File: src/hw/rtl/bgc_pkg.sv
package bgc_pkg;

  localparam int TIME_BITS = 32;
  localparam int CFG_BITS  = 32;
  localparam int CMP_BITS  = (TIME_BITS > CFG_BITS) ? TIME_BITS : CFG_BITS;

  typedef logic [TIME_BITS-1:0] tick_t;
  typedef logic [CFG_BITS-1:0]  cfg_word_t;
  typedef logic [CMP_BITS-1:0]  cmp_t;

  typedef enum logic [1:0] {
    REG_DEBOUNCE  = 2'd0,
    REG_CLICK_MIN = 2'd1,
    REG_CLICK_MAX = 2'd2,
    REG_HOLD_MIN  = 2'd3
  } reg_index_t;

  localparam cfg_word_t DEBOUNCE_RST  = 32'd20;
  localparam cfg_word_t CLICK_MIN_RST = 32'd50;
  localparam cfg_word_t CLICK_MAX_RST = 32'd400;
  localparam cfg_word_t HOLD_MIN_RST  = 32'd1000;

  typedef enum logic [1:0] {
    PH_IDLE     = 2'd0,
    PH_ENGAGED  = 2'd1,
    PH_WAIT_REL = 2'd2
  } phase_t;

  localparam logic [2:0] GST_NONE        = 3'd0;
  localparam logic [2:0] GST_CLICK       = 3'd1;
  localparam logic [2:0] GST_DOUBLE      = 3'd2;
  localparam logic [2:0] GST_TRIPLE      = 3'd3;
  localparam logic [2:0] GST_HOLD        = 3'd4;
  localparam logic [2:0] GST_TAP_HOLD    = 3'd5;
  localparam logic [2:0] GST_DOUBLE_HOLD = 3'd6;

  typedef struct packed {
    cfg_word_t debounce_time;
    cfg_word_t click_min_time;
    cfg_word_t click_max_time;
    cfg_word_t hold_min_time;
  } timing_t;

  function automatic cmp_t widen_tick(input tick_t t);
    return CMP_BITS'(t);
  endfunction

  function automatic cmp_t widen_cfg(input cfg_word_t c);
    return CMP_BITS'(c);
  endfunction

  function automatic logic [2:0] tap_code(input logic [1:0] n);
    case (n)
      2'd0:    return GST_NONE;
      2'd1:    return GST_CLICK;
      2'd2:    return GST_DOUBLE;
      default: return GST_TRIPLE;
    endcase
  endfunction

  function automatic logic [2:0] hold_code(input logic [1:0] n);
    case (n)
      2'd0:    return GST_HOLD;
      2'd1:    return GST_TAP_HOLD;
      default: return GST_DOUBLE_HOLD;
    endcase
  endfunction

endpackage

File: src/hw/rtl/bgc_filter.sv
module bgc_filter (
  input  logic                clk,
  input  logic                rst,
  input  logic                step,
  input  logic                level,
  input  bgc_pkg::tick_t      now,
  input  bgc_pkg::cfg_word_t  debounce_time,
  output logic                pass
);
  import bgc_pkg::*;

  logic  filter_level;
  tick_t filter_time;
  logic  filter_pending;
  logic  filter_pending_next;
  logic  changed;
  tick_t delta;

  assign changed = level != filter_level;
  assign delta   = now - filter_time;

  always_comb begin
    if (filter_pending && (widen_tick(delta) < widen_cfg(debounce_time))) begin
      pass                = 1'b0;
      filter_pending_next = filter_pending;
    end else if (changed && !filter_pending) begin
      pass                = 1'b0;
      filter_pending_next = 1'b1;
    end else begin
      pass                = 1'b1;
      filter_pending_next = 1'b0;
    end
  end

  always_ff @(posedge clk) begin
    if (rst) begin
      filter_level   <= 1'b1;
      filter_time    <= '0;
      filter_pending <= 1'b0;
    end else if (step) begin
      filter_pending <= filter_pending_next;
      if (changed) begin
        filter_level <= level;
        filter_time  <= now;
      end
    end
  end

endmodule

File: src/hw/rtl/bgc_gesture.sv
module bgc_gesture (
  input  logic             clk,
  input  logic             rst,
  input  logic             step,
  input  logic             level,
  input  bgc_pkg::tick_t   now,
  input  bgc_pkg::timing_t timing,
  output logic [2:0]       code
);
  import bgc_pkg::*;

  logic       stable_level;
  tick_t      stable_time;
  phase_t     phase;
  phase_t     phase_next;
  logic [1:0] click_count;
  logic [1:0] click_count_next;
  logic [1:0] count_sat;
  logic       changed;
  tick_t      delta;
  cmp_t       delta_w;
  logic       lt_min;
  logic       lt_max;
  logic       gt_max;
  logic       gt_hold;

  assign changed   = level != stable_level;
  assign delta     = now - stable_time;
  assign delta_w   = widen_tick(delta);
  assign lt_min    = delta_w < widen_cfg(timing.click_min_time);
  assign lt_max    = delta_w < widen_cfg(timing.click_max_time);
  assign gt_max    = delta_w > widen_cfg(timing.click_max_time);
  assign gt_hold   = delta_w > widen_cfg(timing.hold_min_time);
  assign count_sat = (click_count == 2'd3) ? click_count : click_count + 2'd1;

  always_comb begin
    phase_next = phase;
    if (changed) begin
      case (phase)
        PH_IDLE:     phase_next = PH_ENGAGED;
        PH_WAIT_REL: phase_next = PH_IDLE;
        default: begin
          if (level && (lt_min || gt_max)) begin
            phase_next = PH_IDLE;
          end
        end
      endcase
    end else if (phase == PH_ENGAGED && !lt_min) begin
      if (level && gt_max) begin
        phase_next = PH_IDLE;
      end else if (!level && gt_hold) begin
        phase_next = PH_WAIT_REL;
      end
    end
  end

  always_comb begin
    click_count_next = click_count;
    code             = GST_NONE;
    if (changed) begin
      case (phase)
        PH_IDLE:     click_count_next = 2'd0;
        PH_WAIT_REL: click_count_next = 2'd0;
        default: begin
          if (level) begin
            if (lt_min || gt_max) begin
              if (gt_max) begin
                click_count_next = count_sat;
              end
              code = tap_code(gt_max ? count_sat : click_count);
            end else begin
              click_count_next = count_sat;
            end
          end else if (!lt_max && click_count != 2'd0) begin
            code             = tap_code(click_count);
            click_count_next = 2'd0;
          end
        end
      endcase
    end else if (phase == PH_ENGAGED && !lt_min) begin
      if (level && gt_max) begin
        code             = tap_code(click_count);
        click_count_next = 2'd0;
      end else if (!level && gt_hold) begin
        code             = hold_code(click_count);
        click_count_next = 2'd0;
      end
    end
  end

  always_ff @(posedge clk) begin
    if (rst) begin
      stable_level <= 1'b1;
      stable_time  <= '0;
      phase        <= PH_IDLE;
      click_count  <= 2'd0;
    end else if (step) begin
      phase       <= phase_next;
      click_count <= click_count_next;
      if (changed) begin
        stable_level <= level;
        stable_time  <= now;
      end
    end
  end

endmodule

File: src/hw/rtl/button_gesture_classifier_core.sv
// An accepted item enters the poll register; its gesture is registered once
// the output is free. Throughput: one item per cycle while out_ready is high;
// the filter and phase machine are combinational, so items stream back to back.
// Reset (rst, synchronous): timing registers return to their defaults, the
// filter and stable levels to released, the phase machine to idle.
module button_gesture_classifier_core (
  input  logic                clk,
  input  logic                rst,
  input  logic                in_valid,
  output logic                in_ready,
  input  logic                button_level,
  input  logic [31:0]         time_now,
  output logic                out_valid,
  input  logic                out_ready,
  output logic [2:0]          gesture,
  input  logic                cfg_valid,
  output logic                cfg_ready,
  input  bgc_pkg::reg_index_t cfg_index,
  input  bgc_pkg::cfg_word_t  cfg_data
);
  import bgc_pkg::*;

  timing_t    timing;
  logic       poll_valid;
  logic       poll_level;
  tick_t      poll_time;
  logic       advance;
  logic       pass;
  logic [2:0] gesture_code;

  assign cfg_ready = 1'b1;
  assign advance   = poll_valid && (!out_valid || out_ready);
  assign in_ready  = !poll_valid || advance;

  always_ff @(posedge clk) begin
    if (rst) begin
      timing.debounce_time  <= DEBOUNCE_RST;
      timing.click_min_time <= CLICK_MIN_RST;
      timing.click_max_time <= CLICK_MAX_RST;
      timing.hold_min_time  <= HOLD_MIN_RST;
    end else if (cfg_valid && cfg_ready) begin
      case (cfg_index)
        REG_DEBOUNCE:  timing.debounce_time  <= cfg_data;
        REG_CLICK_MIN: timing.click_min_time <= cfg_data;
        REG_CLICK_MAX: timing.click_max_time <= cfg_data;
        REG_HOLD_MIN:  timing.hold_min_time  <= cfg_data;
        default: ;
      endcase
    end
  end

  always_ff @(posedge clk) begin
    if (rst) begin
      poll_valid <= 1'b0;
    end else if (in_ready) begin
      poll_valid <= in_valid;
    end
  end

  always_ff @(posedge clk) begin
    if (in_valid && in_ready) begin
      poll_level <= button_level;
      poll_time  <= TIME_BITS'(time_now);
    end
  end

  bgc_filter u_filter (
    .clk           (clk),
    .rst           (rst),
    .step          (advance),
    .level         (poll_level),
    .now           (poll_time),
    .debounce_time (timing.debounce_time),
    .pass          (pass)
  );

  bgc_gesture u_gesture (
    .clk    (clk),
    .rst    (rst),
    .step   (advance && pass),
    .level  (poll_level),
    .now    (poll_time),
    .timing (timing),
    .code   (gesture_code)
  );

  always_ff @(posedge clk) begin
    if (rst) begin
      out_valid <= 1'b0;
    end else if (advance) begin
      out_valid <= 1'b1;
    end else if (out_ready) begin
      out_valid <= 1'b0;
    end
  end

  always_ff @(posedge clk) begin
    if (advance) begin
      gesture <= pass ? gesture_code : GST_NONE;
    end
  end

endmodule
File: config.mk
export PLATFORM = sky130hd
export DESIGN_NAME = button_gesture_classifier_core
export DESIGN_NICKNAME = d
export VERILOG_FILES = /design/src/hw/rtl/bgc_pkg.sv /design/src/hw/rtl/bgc_filter.sv /design/src/hw/rtl/bgc_gesture.sv /design/src/hw/rtl/button_gesture_classifier_core.sv
export SDC_FILE = /design/constraint.sdc
export NUM_CORES = 1
export LEC_CHECK = 0
export ABC_CLOCK_PERIOD_IN_PS = 6700
export BUFFER_PORTS_ARGS = -buffer_cell sky130_fd_sc_hd__buf_4
export CAP_MARGIN = 20
export CORE_MARGIN = 2
export CORE_UTILIZATION = 40
export CTS_BUF_LIST = sky130_fd_sc_hd__clkbuf_2 sky130_fd_sc_hd__clkbuf_4 sky130_fd_sc_hd__clkbuf_8
export CTS_CLUSTER_DIAMETER = 50
export DETAILED_ROUTE_END_ITERATION = 7
export MAX_ROUTING_LAYER = met4
export PLACE_DENSITY = 0.66
export SETUP_SLACK_MARGIN = 0.1
export SLEW_MARGIN = 20
export SYNTH_ARGS = -nofsm -noshare
export SYNTH_HDL_FRONTEND = slang
export SYNTH_SLANG_ARGS = --single-unit
File: constraint.sdc
create_clock -name clk -period 6.7 [get_ports clk]
set_input_delay 0.67 -clock clk [delete_from_list [all_inputs] [get_ports clk]]
set_output_delay 0.67 -clock clk [all_outputs]
set_load 0.02 [all_outputs]
==> run_results.csv <==
group,metric,value,unit
floorplan,design.core.area,36300,um2
timing,clock_skew,34.3,ps
floorplan,initial_utilization,0.403,
clock_tree,postCtsSetupBuffers,0,
synth,synth.ff_latch_count,237,
clock_tree,cts_tree,"yes",
layout,layout-drive-gt1-share,0.101,
routing,via_per_inst,5.17,
synth,synth_compound_area_frac,0.193,
timing,finalMaxSlewViolations,0,
worst_setup_path,crit_path_max_incr_delay,570,ps
power,p_leak,6.49,nW
synth,yosysSeqAreaShare,0.348,
worst_setup_path,crit_slowest_cell,"o41ai_2",
clock_tree,cts-buffers-inserted,46,
clock_tree,clk_latency,610,ps
placement,placed_cell_area,15600,um2
synth,ys_types,80,
synth,synthMuxAreaShare,0,
clock_tree,cts_resized,0,
worst_setup_path,critical_path.cell_chain,"inv_1 -> ha_1 -> inv_1 -> fa_1 -> a21o_1 -> a21oi_1 -> o21ai_0 -> nand3_1 -> a31oi_1 -> a221o_1 -> a21oi_1 -> nor3b_1 -> a211o_1 -> xor2_1 -> ha_1 -> nand4_1 -> or2_2 -> o41ai_2 -> and2_1 -> o21ai_1 -> or4_4 -> a221oi_2",
timing,fin_crit_sh,0.871,
worst_setup_path,critPathCaptureType,"flip-flop",
timing,rsz0062_at_grt,"false",
layout,num_antenna_cells,0,
floorplan,dieArea,38200,um2
layout,final_cells,2424,
grt,antenna_found_initial,0,
layout,regArea,5100,um2
timing,slew_headroom,0.318,
timing,timing.fmax,171,MHz
synth,synth_top_flop_cell,"dfxtp_1",
grt,grt_pass1_wl,62.6,mm
synth,synth_top_family_by_area,"compound AO/OA/AOI/OAI gates",
power,total_power,4.08,mW
routing,antenna_left,0,
worst_setup_path,cp.required,7210,ps
clock_tree,cts_hold_buf,0,
timing,worst_pin_slew,1020,ps
layout,multiInputGateArea,8520,um2
clock_tree,cts_root_buf,"clkbuf_8",
layout,final_common_cell,"nand2_1",
run,maxCapViolations,0,
clock_tree,clock_sinks,237,
grt,grt_pass1_vias,12167,
worst_setup_path,path_buf_inv,2,
synth,synth_area,14600,um2
floorplan,dieWidth,195,um
layout,fin_nets,2182,
synth,syn_inst,1857,
synth,synth-async-reset-ratio,0,
floorplan,fp-row-count,70,
clock_tree,htreeDepth,2,
floorplan,die_y,195,um
synth,synth_xor_area_frac,0.0341,
layout,n_fill_cell,3601,
layout,area_growth,13.5,%
timing,setup_violations,0,
layout,design_area,16600,um2
placement,portBuffers,76,
routing,vias,12528,
power,power_density,245,nW/um2
routing,wl,38.5,mm
routing,first_iter_violations,718,
routing,firstDrtPassIters,5,
layout,final_cell_mix,"nand2_1 (428), a21oi_1 (266), inv_1 (204), dfxtp_1 (201), ha_1 (188)",
synth,ys.warnings.count,0,
synth,syn_area_per_cell,7.89,um2
worst_setup_path,cp_max_fo,6,
floorplan,ios,78,
timing,whs,236,ps
grt,globalRouteTotalUtil,0.211,
placement,post-place-ws,868,ps
synth,synth_edf_count,36,
layout,fin_util,0.457,
min_path,min_path_type,"input port to flip-flop",
worst_setup_path,crit_family,"compound AO/OA/AOI/OAI gates",
routing,drc,0,
timing,fin_crit,5830,ps
worst_setup_path,critical_path_class,"flip-flop to flip-flop",
timing,tns,0,ps
timing,setup_slack,868,ps
placement,routabilityCongestion,0.873,
status,status,"finished clean",
synth,yosys.area_share.simple,0.189,
grt,grt-ovfl-total,0,
worst_setup_path,arrival,6350,ps
placement,hpwl,28.2,mm
clock_tree,clockBufferDepth,3,
synth,synth_adder_area_share,0.163,
power,ir_drop,0.000119,V
timing,hold_viol,0,
clock_tree,clk_pin_slew_worst_paths,60,ps
grt,grt_max_degree,108,
synth,synth_fp_nets,2119,
placement,place_inst,2340,
routing,wl_per_cell,15.9,um
worst_setup_path,cp-start-kind,"flip-flop",
[layer usage]
metal | GRT usage | share of wire | up-vias | wire, um
met2 | 0.328 | 0.44 | 245 | 17000
met5 | - | 0 | - | 0
met1 | 0.279 | 0.49 | 5825 | 18800
met3 | 0.0309 | 0.043 | 55 | 1650
met4 | 0.0761 | 0.028 | 0 | 1080
li1 | - | - | 6403 | -
[sequential cells by signal (all words and copies together) (netlist names)]
| signal | cells |
|---|---|
| u_gesture.stable_time | 32 |
| poll_valid | 1 |
| u_filter.filter_time | 32 |
| u_gesture.phase | 2 |
| out_valid | 1 |
| gesture | 3 |
| u_gesture.stable_level | 1 |
| u_gesture.click_count | 2 |
| poll_level | 1 |
| u_filter.filter_pending | 1 |
| timing | 128 |
| poll_time | 32 |
| u_filter.filter_level | 1 |
[final timing paths]
check | start | to | slack [ps] | depth (start not counted)
max | poll_time[0] | u_gesture.click_count[1] | 870 | 22
min | time_now[6] | poll_time[6] | 240 | 1
max reg2reg | poll_time[0] | u_gesture.click_count[1] | 870 | 22
min reg2reg | u_gesture.stable_time[16] | u_gesture.stable_time[16] | 450 | 2
[cell usage after synthesis (6+ instances only)]
cell	count	area, um2
a211o_1	13	114
a211oi_1	8	60.1
a21o_1	59	443
a21oi_1	266	1330
a31oi_1	7	43.8
and3_1	8	50.1
clkbuf_1	63	236
dfxtp_1	201	4020
edfxtp_1	36	1080
ha_1	188	2350
inv_1	204	766
nand2_1	428	1610
nand2b_1	10	62.6
nand3_1	18	90.1
nand3b_1	9	67.6
nand4_1	24	150
nor2_1	75	282
nor2b_1	16	100
nor3_1	11	55.1
o211ai_1	8	60.1
o21a_1	12	90.1
o21ai_0	26	130
o21ai_1	13	65.1
o21bai_1	7	52.6
o31ai_1	6	45.0
or2_2	7	43.8
xnor2_1	40	350
xor2_1	17	149
[kinds of logic (layout without fill, tap and decap cells)]
logic type	Yosys count	after routing
buffers and inverters	274	373
and+or+nand+nor	637	637
AOI/OAI and AO/OA	461	461
other	1	1
DFF	237	237
adders and majority gates	190	190
xor gates and xnor gates	57	57
[area by class of cell]
cell class | instances | share of cell area
repair buffers | 85 | 0.0386
well taps | 468 | 0.0352
clock inverters | 8 | 0.00406
flip-flops and latches | 237 | 0.307
inverters | 204 | 0.0461
multi-input cells | 1346 | 0.512
clock buffers | 76 | 0.0565
[report_power, final]
group          total [mW]  internal [mW]  switching (mW)
Clock                1.57          0.920           0.648
Sequential           1.54           1.50          0.0398
Combinational       0.967          0.395           0.572
Total                4.08           2.82            1.26
Note: power is estimated with default switching activity, not from simulation.
